File: src/rtl/esdp_pkg.sv
// shared types and constants of the es descriptor parser
// no dependencies
`timescale 1ns / 1ps

package esdp_pkg;

  localparam int unsigned QUEUE_DEPTH = 4;

  // result kinds
  localparam logic [2:0] KIND_STREAM_ID = 3'd0;
  localparam logic [2:0] KIND_OBJ_TYPE  = 3'd1;
  localparam logic [2:0] KIND_INFO_LEN  = 3'd2;
  localparam logic [2:0] KIND_INFO_BYTE = 3'd3;
  localparam logic [2:0] KIND_ERROR     = 3'd4;

  // error codes
  localparam logic [27:0] ERR_ES_TAG    = 28'd0;
  localparam logic [27:0] ERR_URL       = 28'd1;
  localparam logic [27:0] ERR_DC_TAG    = 28'd2;
  localparam logic [27:0] ERR_DSI_TAG   = 28'd3;
  localparam logic [27:0] ERR_TRUNCATED = 28'd4;

  // register indexes
  localparam logic [1:0] REG_ES_TAG  = 2'd0;
  localparam logic [1:0] REG_DC_TAG  = 2'd1;
  localparam logic [1:0] REG_DSI_TAG = 2'd2;

  localparam logic [7:0] RST_ES_TAG  = 8'd3;
  localparam logic [7:0] RST_DC_TAG  = 8'd4;
  localparam logic [7:0] RST_DSI_TAG = 8'd5;

  // bytes skipped between object type and specific info tag, minus one
  localparam logic [3:0] SKIP_LAST = 4'd11;
  // a size field holds at most four bytes
  localparam logic [1:0] SIZE_LAST = 2'd3;

  typedef struct packed {
    logic [2:0]  kind;
    logic [27:0] value;
    logic        last;
  } res_t;

  // one or two results caused by a single request
  typedef struct packed {
    logic pair;
    res_t r0;
    res_t r1;
  } grp_t;

  typedef struct packed {
    logic [7:0] es;
    logic [7:0] dc;
    logic [7:0] dsi;
  } tags_t;

endpackage

File: src/rtl/esdp_core.sv
// byte parser state machine: one request per cycle while take is high, up to two results
// depends on esdp_pkg
`timescale 1ns / 1ps

module esdp_core (
  input  logic                clk,
  input  logic                rst_n,
  input  logic                take,
  input  logic [7:0]          in_byte,
  input  logic                in_end_of_data,
  input  esdp_pkg::tags_t     tags,
  output logic                push,
  output esdp_pkg::grp_t      push_grp
);

  localparam logic [3:0] PH_ES_TAG   = 4'd0;
  localparam logic [3:0] PH_ES_SIZE  = 4'd1;
  localparam logic [3:0] PH_ID_HI    = 4'd2;
  localparam logic [3:0] PH_ID_LO    = 4'd3;
  localparam logic [3:0] PH_FLAGS    = 4'd4;
  localparam logic [3:0] PH_DEP_HI   = 4'd5;
  localparam logic [3:0] PH_DEP_LO   = 4'd6;
  localparam logic [3:0] PH_OCR_HI   = 4'd7;
  localparam logic [3:0] PH_OCR_LO   = 4'd8;
  localparam logic [3:0] PH_DC_TAG   = 4'd9;
  localparam logic [3:0] PH_DC_SIZE  = 4'd10;
  localparam logic [3:0] PH_OBJ      = 4'd11;
  localparam logic [3:0] PH_SKIP     = 4'd12;
  localparam logic [3:0] PH_DSI_TAG  = 4'd13;
  localparam logic [3:0] PH_DSI_SIZE = 4'd14;
  localparam logic [3:0] PH_INFO     = 4'd15;

  logic [3:0]  phase_r, phase_nxt;
  logic [27:0] size_r, size_nxt;
  logic [1:0]  size_cnt_r, size_cnt_nxt;
  logic [1:0]  flags_r, flags_nxt;
  logic [7:0]  hold_r, hold_nxt;
  logic [3:0]  skip_r, skip_nxt;
  logic [27:0] info_r, info_nxt;
  logic        fin_r, fin_nxt;

  logic [27:0]    size_step;
  logic           size_done;
  logic           p_valid;
  esdp_pkg::res_t p_res;
  esdp_pkg::res_t e_res;
  logic           e_valid;

  // next phase after the flags byte or an optional id
  function automatic logic [3:0] after_opt(input logic [1:0] f);
    logic [3:0] ph;
    if (f[1]) ph = PH_DEP_HI;
    else if (f[0]) ph = PH_OCR_HI;
    else ph = PH_DC_TAG;
    return ph;
  endfunction

  assign size_step = {size_r[20:0], in_byte[6:0]};
  assign size_done = !in_byte[7] || (size_cnt_r == esdp_pkg::SIZE_LAST);

  always_comb begin
    phase_nxt    = phase_r;
    size_nxt     = size_r;
    size_cnt_nxt = size_cnt_r;
    flags_nxt    = flags_r;
    hold_nxt     = hold_r;
    skip_nxt     = skip_r;
    info_nxt     = info_r;
    fin_nxt      = fin_r;
    p_valid      = 1'b0;
    p_res        = '0;

    if (!fin_r) begin
      case (phase_r)
        PH_ES_TAG, PH_DC_TAG, PH_DSI_TAG: begin
          if ((phase_r == PH_ES_TAG && in_byte != tags.es) ||
              (phase_r == PH_DC_TAG && in_byte != tags.dc) ||
              (phase_r == PH_DSI_TAG && in_byte != tags.dsi)) begin
            p_valid = 1'b1;
            p_res.kind = esdp_pkg::KIND_ERROR;
            p_res.last = 1'b1;
            if (phase_r == PH_ES_TAG) p_res.value = esdp_pkg::ERR_ES_TAG;
            else if (phase_r == PH_DC_TAG) p_res.value = esdp_pkg::ERR_DC_TAG;
            else p_res.value = esdp_pkg::ERR_DSI_TAG;
            fin_nxt = 1'b1;
          end else begin
            size_nxt     = '0;
            size_cnt_nxt = '0;
            phase_nxt    = phase_r + 4'd1;
          end
        end
        PH_ES_SIZE, PH_DC_SIZE, PH_DSI_SIZE: begin
          size_nxt = size_step;
          if (!size_done) size_cnt_nxt = size_cnt_r + 2'd1;
          if (size_done) begin
            if (phase_r == PH_DSI_SIZE) begin
              info_nxt   = size_step;
              p_valid    = 1'b1;
              p_res.kind = esdp_pkg::KIND_INFO_LEN;
              p_res.value = size_step;
              if (size_step == '0) begin
                p_res.last = 1'b1;
                fin_nxt    = 1'b1;
              end else begin
                phase_nxt = PH_INFO;
              end
            end else begin
              phase_nxt = phase_r + 4'd1;
            end
          end
        end
        PH_ID_HI: begin
          hold_nxt  = in_byte;
          phase_nxt = PH_ID_LO;
        end
        PH_ID_LO: begin
          p_valid     = 1'b1;
          p_res.kind  = esdp_pkg::KIND_STREAM_ID;
          p_res.value = {12'd0, hold_r, in_byte};
          phase_nxt   = PH_FLAGS;
        end
        PH_FLAGS: begin
          if (in_byte[6]) begin
            p_valid     = 1'b1;
            p_res.kind  = esdp_pkg::KIND_ERROR;
            p_res.value = esdp_pkg::ERR_URL;
            p_res.last  = 1'b1;
            fin_nxt     = 1'b1;
          end else begin
            flags_nxt = {in_byte[7], in_byte[5]};
            phase_nxt = after_opt({in_byte[7], in_byte[5]});
          end
        end
        PH_DEP_HI: phase_nxt = PH_DEP_LO;
        PH_DEP_LO: begin
          flags_nxt = {1'b0, flags_r[0]};
          phase_nxt = after_opt({1'b0, flags_r[0]});
        end
        PH_OCR_HI: phase_nxt = PH_OCR_LO;
        PH_OCR_LO: begin
          flags_nxt = '0;
          phase_nxt = PH_DC_TAG;
        end
        PH_OBJ: begin
          p_valid     = 1'b1;
          p_res.kind  = esdp_pkg::KIND_OBJ_TYPE;
          p_res.value = {20'd0, in_byte};
          skip_nxt    = '0;
          phase_nxt   = PH_SKIP;
        end
        PH_SKIP: begin
          if (skip_r >= esdp_pkg::SKIP_LAST) begin
            skip_nxt  = '0;
            phase_nxt = PH_DSI_TAG;
          end else begin
            skip_nxt = skip_r + 4'd1;
          end
        end
        PH_INFO: begin
          info_nxt    = info_r - 28'd1;
          p_valid     = 1'b1;
          p_res.kind  = esdp_pkg::KIND_INFO_BYTE;
          p_res.value = {20'd0, in_byte};
          // remaining count reaches zero on this byte
          if (info_r == 28'd1) begin
            p_res.last = 1'b1;
            fin_nxt    = 1'b1;
          end
        end
        default: begin
          phase_nxt = PH_ES_TAG;
        end
      endcase
    end

    // end of data: report truncation unless parsing finished, then start over
    e_valid = in_end_of_data && !fin_nxt;
    if (in_end_of_data) begin
      phase_nxt    = PH_ES_TAG;
      size_nxt     = '0;
      size_cnt_nxt = '0;
      flags_nxt    = '0;
      hold_nxt     = '0;
      skip_nxt     = '0;
      info_nxt     = '0;
      fin_nxt      = 1'b0;
    end
  end

  always_comb begin
    e_res.kind  = esdp_pkg::KIND_ERROR;
    e_res.value = esdp_pkg::ERR_TRUNCATED;
    e_res.last  = 1'b1;
    push          = take && (p_valid || e_valid);
    push_grp.pair = p_valid && e_valid;
    push_grp.r0   = p_valid ? p_res : e_res;
    push_grp.r1   = e_res;
  end

  always_ff @(posedge clk) begin
    if (!rst_n) begin
      phase_r    <= PH_ES_TAG;
      size_r     <= '0;
      size_cnt_r <= '0;
      flags_r    <= '0;
      hold_r     <= '0;
      skip_r     <= '0;
      info_r     <= '0;
      fin_r      <= 1'b0;
    end else if (take) begin
      phase_r    <= phase_nxt;
      size_r     <= size_nxt;
      size_cnt_r <= size_cnt_nxt;
      flags_r    <= flags_nxt;
      hold_r     <= hold_nxt;
      skip_r     <= skip_nxt;
      info_r     <= info_nxt;
      fin_r      <= fin_nxt;
    end
  end

endmodule

File: src/rtl/esdp_res_queue.sv
// result queue: each entry holds the one or two results of a request
// depends on esdp_pkg
`timescale 1ns / 1ps

module esdp_res_queue #(
  parameter int unsigned DEPTH = esdp_pkg::QUEUE_DEPTH
) (
  input  logic            clk,
  input  logic            rst_n,
  input  logic            push,
  input  esdp_pkg::grp_t  push_grp,
  output logic            full,
  output logic            out_valid,
  input  logic            out_stall,
  output esdp_pkg::res_t  out_res
);

  localparam int unsigned PW = (DEPTH > 1) ? $clog2(DEPTH) : 1;
  localparam int unsigned CW = $clog2(DEPTH + 1);

  esdp_pkg::grp_t mem_r [DEPTH];
  logic [PW-1:0]  wr_ptr_r, wr_ptr_nxt;
  logic [PW-1:0]  rd_ptr_r, rd_ptr_nxt;
  logic [CW-1:0]  cnt_r, cnt_nxt;
  logic           sel_r, sel_nxt;
  esdp_pkg::grp_t head;
  logic           pop_one;
  logic           grp_done;

  assign head      = mem_r[rd_ptr_r];
  assign full      = (cnt_r == CW'(DEPTH));
  assign out_valid = (cnt_r != '0);
  assign out_res   = sel_r ? head.r1 : head.r0;
  assign pop_one   = out_valid && !out_stall;
  assign grp_done  = pop_one && (sel_r || !head.pair);

  always_comb begin
    wr_ptr_nxt = wr_ptr_r;
    rd_ptr_nxt = rd_ptr_r;
    sel_nxt    = sel_r;
    if (push) wr_ptr_nxt = (wr_ptr_r == PW'(DEPTH - 1)) ? '0 : wr_ptr_r + 1'b1;
    if (grp_done) begin
      rd_ptr_nxt = (rd_ptr_r == PW'(DEPTH - 1)) ? '0 : rd_ptr_r + 1'b1;
      sel_nxt    = 1'b0;
    end else if (pop_one) begin
      sel_nxt = 1'b1;
    end
    cnt_nxt = cnt_r + CW'(push) - CW'(grp_done);
  end

  always_ff @(posedge clk) begin
    if (!rst_n) begin
      wr_ptr_r <= '0;
      rd_ptr_r <= '0;
      cnt_r    <= '0;
      sel_r    <= 1'b0;
    end else begin
      wr_ptr_r <= wr_ptr_nxt;
      rd_ptr_r <= rd_ptr_nxt;
      cnt_r    <= cnt_nxt;
      sel_r    <= sel_nxt;
    end
  end

  always_ff @(posedge clk) begin
    if (push) mem_r[wr_ptr_r] <= push_grp;
  end

endmodule

File: src/rtl/es_descriptor_parser.sv
// top level of the es descriptor parser
// depends on esdp_pkg, esdp_core and esdp_res_queue
//
// usage
//   input channel: one descriptor byte per request (in_byte, in_end_of_data),
//   accepted on a rising edge with in_valid high and in_stall low
//   result channel: out_kind / out_value / out_last, taken on a rising edge
//   with out_valid high and out_stall low
//   config port: cfg_we writes cfg_wdata into tag register cfg_index
//   (es, decoder config, specific info); index 3 is ignored; write only idle
// timing
//   a request is parsed in the cycle it is accepted; its results are registered
//   in the result queue and show on the output from there
//   one byte per cycle sustained while in_stall is low; a byte causing two results
//   (last byte plus truncation error) puts them on the output one after the other
//   in_stall rises only when the result queue (QUEUE_DEPTH groups) is full
// reset
//   synchronous rst_n clears the parser to "expect es tag", empties the
//   queue and loads the default tags 3, 4, 5
// stall
//   a stalled result holds on the outputs; bytes keep flowing until the
//   queue fills
`timescale 1ns / 1ps

module es_descriptor_parser #(
  parameter int unsigned QUEUE_DEPTH = esdp_pkg::QUEUE_DEPTH
) (
  input  logic        clk,
  input  logic        rst_n,
  // byte requests
  input  logic        in_valid,
  output logic        in_stall,
  input  logic [7:0]  in_byte,
  input  logic        in_end_of_data,
  // results
  output logic        out_valid,
  input  logic        out_stall,
  output logic [2:0]  out_kind,
  output logic [27:0] out_value,
  output logic        out_last,
  // tag registers
  input  logic        cfg_we,
  input  logic [1:0]  cfg_index,
  input  logic [7:0]  cfg_wdata
);

  esdp_pkg::tags_t tags_r;
  esdp_pkg::grp_t  push_grp;
  esdp_pkg::res_t  out_res;
  logic            take;
  logic            push;
  logic            full;

  // tag registers, plain writes
  always_ff @(posedge clk) begin
    if (!rst_n) begin
      tags_r.es  <= esdp_pkg::RST_ES_TAG;
      tags_r.dc  <= esdp_pkg::RST_DC_TAG;
      tags_r.dsi <= esdp_pkg::RST_DSI_TAG;
    end else if (cfg_we) begin
      case (cfg_index)
        esdp_pkg::REG_ES_TAG:  tags_r.es  <= cfg_wdata;
        esdp_pkg::REG_DC_TAG:  tags_r.dc  <= cfg_wdata;
        esdp_pkg::REG_DSI_TAG: tags_r.dsi <= cfg_wdata;
        default: ;  // unused index
      endcase
    end
  end

  // stall depends only on queue fill, never on in_valid
  assign in_stall = full;
  assign take     = in_valid && !in_stall;

  esdp_core u_core (
    .clk            (clk),
    .rst_n          (rst_n),
    .take           (take),
    .in_byte        (in_byte),
    .in_end_of_data (in_end_of_data),
    .tags           (tags_r),
    .push           (push),
    .push_grp       (push_grp)
  );

  // result registers between parser and receiver
  esdp_res_queue #(
    .DEPTH (QUEUE_DEPTH)
  ) u_queue (
    .clk       (clk),
    .rst_n     (rst_n),
    .push      (push),
    .push_grp  (push_grp),
    .full      (full),
    .out_valid (out_valid),
    .out_stall (out_stall),
    .out_res   (out_res)
  );

  assign out_kind  = out_res.kind;
  assign out_value = out_res.value;
  assign out_last  = out_res.last;

endmodule

File: config.mk
export PLATFORM = sky130hd
export DESIGN_NAME = es_descriptor_parser
export DESIGN_NICKNAME = d
export VERILOG_FILES = /design/src/rtl/esdp_pkg.sv /design/src/rtl/esdp_core.sv /design/src/rtl/esdp_res_queue.sv /design/src/rtl/es_descriptor_parser.sv
export SDC_FILE = /design/constraint.sdc
export NUM_CORES = 1
export LEC_CHECK = 0
export BUFFER_PORTS_ARGS = -buffer_cell sky130_fd_sc_hd__buf_4
export CAP_MARGIN = 20
export CORE_ASPECT_RATIO = 0.7
export CORE_UTILIZATION = 25
export CTS_BUF_LIST = sky130_fd_sc_hd__clkbuf_2 sky130_fd_sc_hd__clkbuf_4 sky130_fd_sc_hd__clkbuf_8
export DETAILED_ROUTE_END_ITERATION = 7
export GPL_TIMING_DRIVEN = 0
export PLACE_DENSITY = 0.49
export RECOVER_POWER = 25
export SYNTH_ARGS = -nofsm -noshare
export SYNTH_HDL_FRONTEND = slang
export SYNTH_HIERARCHICAL = 1
export SYNTH_SLANG_ARGS = --single-unit
export TNS_END_PERCENT = 10
File: constraint.sdc
create_clock -name clk -period 6.2 [get_ports clk]
set_input_delay 0.62 -clock clk [delete_from_list [all_inputs] [get_ports clk]]
set_output_delay 0.62 -clock clk [all_outputs]
set_load 0.03 [all_outputs]
==> reports/qor.log <==
[cells_and_area] layout-stage area growth over the synthesis result 17.6%
[detailed_routing] remaining antenna violation count 0
[setup_path] worst endpoint data arrival time 4.82 ns
[setup_path] critical path's slowest cell o311ai_0
[timing] actual transition at the worst max-transition pin 1.99 ns
[global_routing] via count of the first global-routing pass 10300
[floorplan] area of the placeable core 64700 um^2
[timing] final critical path time including I/O delays and setup 4.26 ns
[timing] fin worst setup slack 1.94 ns
[min_path] class of the tightest hold or removal check primary input to register
[timing] unrepaired setup endpoints after global routing no
[timing] final-report setup violation count 0
[timing] number of hold-slack violations in the final timing report 0
[clock_network] number of buffers added by the clock tree synthesis step 59
[place] estimated wirelength of the detail-placed design 29.1 mm
[global_routing] initial antenna violation count 0
[timing] final sum of negative setup slack 0 ns
[flow_run] Max Cap Violations 1
[floorplan] total die area 66500 um^2
[global_routing] first-pass GRT wire length 65.2 mm
[detailed_routing] initial drt markers 806
[detailed_routing] DRT Pass-1 Iters 6
[cells_and_area] Final nets 1387
[synthesis] cells after synthesis 1201
[synthesis] post-synthesis area per instance 13.6 um^2
[clock_network] post-CTS clock slew at the launch and capture registers of the worst setup and hold paths 0.07 ns
[cells_and_area] Post-Layout Cell Count 2276
[setup_path] data required time at the worst endpoint 6.76 ns
[synthesis] Syn Std Cell Area 16400 um^2
[clock_network] Resize count post-CTS 0
[synthesis] fraction of registers with async set/reset 0%
[detailed_routing] Routed wire per std cell 19.0 um
[timing] Final Max Slew Viols 8
[setup_path] cell-by-cell listing of the critical path clkbuf_1 -> mux2i_1 -> o311ai_0 -> xnor2_1 -> ha_1 -> inv_1 -> fa_1 -> xnor2_1 -> xnor2_1 -> and2_1
[floorplan] die outline height 216 um
[synthesis] count of warnings emitted by yosys 6
[synthesis] most used standard cell by instance count after synthesis edfxtp_1
[timing] highest clock rate 0.235 GHz
[setup_path] largest incremental delay on the critical path 1.59 ns
[synthesis] portion of the post-synthesis area used by sequential elements 60.3%
[place] DP Area 18100 um^2
[detailed_routing] Routed Wire Length 43.3 mm
[synthesis] top post-synthesis cells by area edfxtp_1, dfxtp_1, mux4_2
[floorplan] ports placed on the boundary 58
[setup_path] sort of element at the end of the critical path register
[place] Inst Count DP 2166
[setup_path] Crit Path Class register to register
[clock_network] TritonCTS clock tree built
[place] post-place setup slack 2.11 ns
[place] quantity of I/O buffers inserted on ports 49
[floorplan] Starting Density 25.3%
[clock_network] cts-stage hold buffer count 0
[synthesis] number of enable flip-flop cells after synthesis 260
[setup_path] Worst setup SP type register
[timing] Final period util 68.7%
[detailed_routing] number of remaining DRC errors 0
[clock_network] H-tree levels 2
[synthesis] top cell types by occurrence after synthesis edfxtp_1, dfxtp_1, nand2_1
[detailed_routing] via total after detailed routing 10400
[floorplan] Site Rows 78
[detailed_routing] vias per inst 4.56
[floorplan] overall die width 308 um
[synthesis] predominant post-synthesis flop cell edfxtp_1
[setup_path] Critical Path Fanout Max 10
[outcome] violations in the final reports capacitance limit, slew limit
[power] power density normalized to cell area 344 nW/um^2
[outcome] run status finished, violations left
[place] final estimated routing congestion in global placement 0.878
[synthesis] fraction of synthesized cell area taken by the top area cell type 47.7%
[clock_network] # Post-CTS Setup Buffers 0
[power] Leakage Power 6.66 nW
[global_routing] pin count of the biggest net entering global routing 52
[synthesis] register bit total from synthesis 363
[global_routing] remaining global-route overflow 0
[clock_network] Clock Root Buffer clkbuf_8
[power] maximum resistive drop on vdd 0.183 mV
[clock_network] CTS max path bufs 3
[synthesis] number of different library cells in the post-synthesis netlist 85
[setup_path] crit-path most repeated cell xnor2_1
[timing] Setup Skew 0.0305 ns
[clock_network] clk_lat worst skew 0.66 ns
[global_routing] Total GRT Usage 13.0%
[cells_and_area] fraction of final layout cells sized beyond drive strength 1 23.2%
[clock_network] Sinks on Clock Net 363
[cells_and_area] cell area after layout 19200 um^2
[synthesis] post-synth top area cell edfxtp_1
[setup_path] largest delay contributor family on the critical path compound AO/OA/AOI/OAI gates
[setup_path] count of buffer and inverter cells on the critical path 2
[timing] worst slew margin relative to its limit -34.3%
area by class of cell:
class / instances / area (um^2)
plain buffers: 109 / 688
clock buffers: 85 / 1040
diodes: 1 / 2.50
well taps: 880 / 1100
clock inverters: 23 / 179
multi-input cells: 741 / 5810
fillers: 6551 / 45500
repair buffers: 56 / 487
inverters: 18 / 67.6
flip-flops and latches: 363 / 9870
kinds of logic after synthesis:
group           share of synthesized area [%]
simple gates                             10.5
fa+ha+maj                                1.19
compound gates                           7.01
xor+xnor                                 1.61
flops                                    60.3
mux                                      14.6
other cells                            0.0459
buf+inv                                  4.70
stage by stage:
step           util [%]  hold WS (ns)  total power [W]
2_1_floorplan         -         0.432          0.00401
3_3_place_gp       27.7         0.444          0.00452
3_5_place_dp       27.9         0.449          0.00455
4_1_cts            29.8         0.166          0.00676
5_1_grt            29.7         0.193          0.00695
6_report           29.7         0.231          0.00662
worst paths after layout:
path | to | slack, ns | from | cells past startpoint
worst max-delay path | u_queue/cnt_r[2]$_SDFF_PN0_ | 1.94 | register | 10
worst min-delay path | tags_r[18]$_SDFFE_PN0P_ | 0.23 | cfg_wdata[2] | 3
worst max register to register | u_queue/cnt_r[2]$_SDFF_PN0_ | 1.94 | register | 10
worst min register to register | u_core/hold_r[1]$_SDFFE_PN0P_ | 0.46 | u_core/hold_r[1]$_SDFFE_PN0P_ | 2
worst reg2reg max path, stage by stage (launching register included):
cell and delay [ns]:
dfxtp_1 0.35, clkbuf_1 0.76, mux2i_1 0.17, o311ai_0 1.59
xnor2_1 0.23, ha_1 0.19, inv_1 0.06, fa_1 0.41
xnor2_1 0.15, xnor2_1 0.13, and2_1 0.15
where the power goes:
group,leakage (nW),internal (W),switching (W)
clock network,0.641,0.00117,0.000999
registers,3.27,0.00279,0.0000580
logic,2.75,0.000683,0.000927
total,6.66,0.00464,0.00198
flip-flops by register name, indices dropped and copies added, names as in the netlist, named ones only:
register           flops
u_core/fin_r           1
u_core/info_r         28
u_queue/rd_ptr_r       2
u_core/flags_r         1
u_core/hold_r          8
u_queue/cnt_r          3
u_queue/mem_r        260
u_core/phase_r         4
u_core/size_r         21
u_queue/sel_r          1
u_queue/wr_ptr_r       2
tags_r                24
u_core/size_cnt_r      2
u_core/skip_r          4
layout by cell type, fill, tap and decap left out, types with 6 or more instances in the layout:
cell	n
clkbuf_8	69
clkbuf_1	47
inv_1	15
nor2_1	73
buf_6	6
mux4_1	8
mux2_2	35
buf_2	17
clkbuf_4	21
edfxtp_1	260
and2_0	8
nand3_1	38
clkinv_1	13
o21ai_0	43
nor4_1	18
nor3_1	18
xor2_1	25
a21oi_1	51
a22oi_1	12
mux2i_1	52
conb_1	32
nand4_1	6
nor2b_1	16
nand2_1	102
buf_4	83
and3_1	23
dfxtp_1	103
ha_1	14
mux4_2	56
per-layer routing:
layer | routed length [um] | global-route usage, %
met1 | 21600 | 19.6
met5 | 0 | 0
met2 | 18300 | 18.5
met3 | 2690 | 2.93
met4 | 708 | 3.25
No activity file was read; power rests on OpenSTA's default activity.
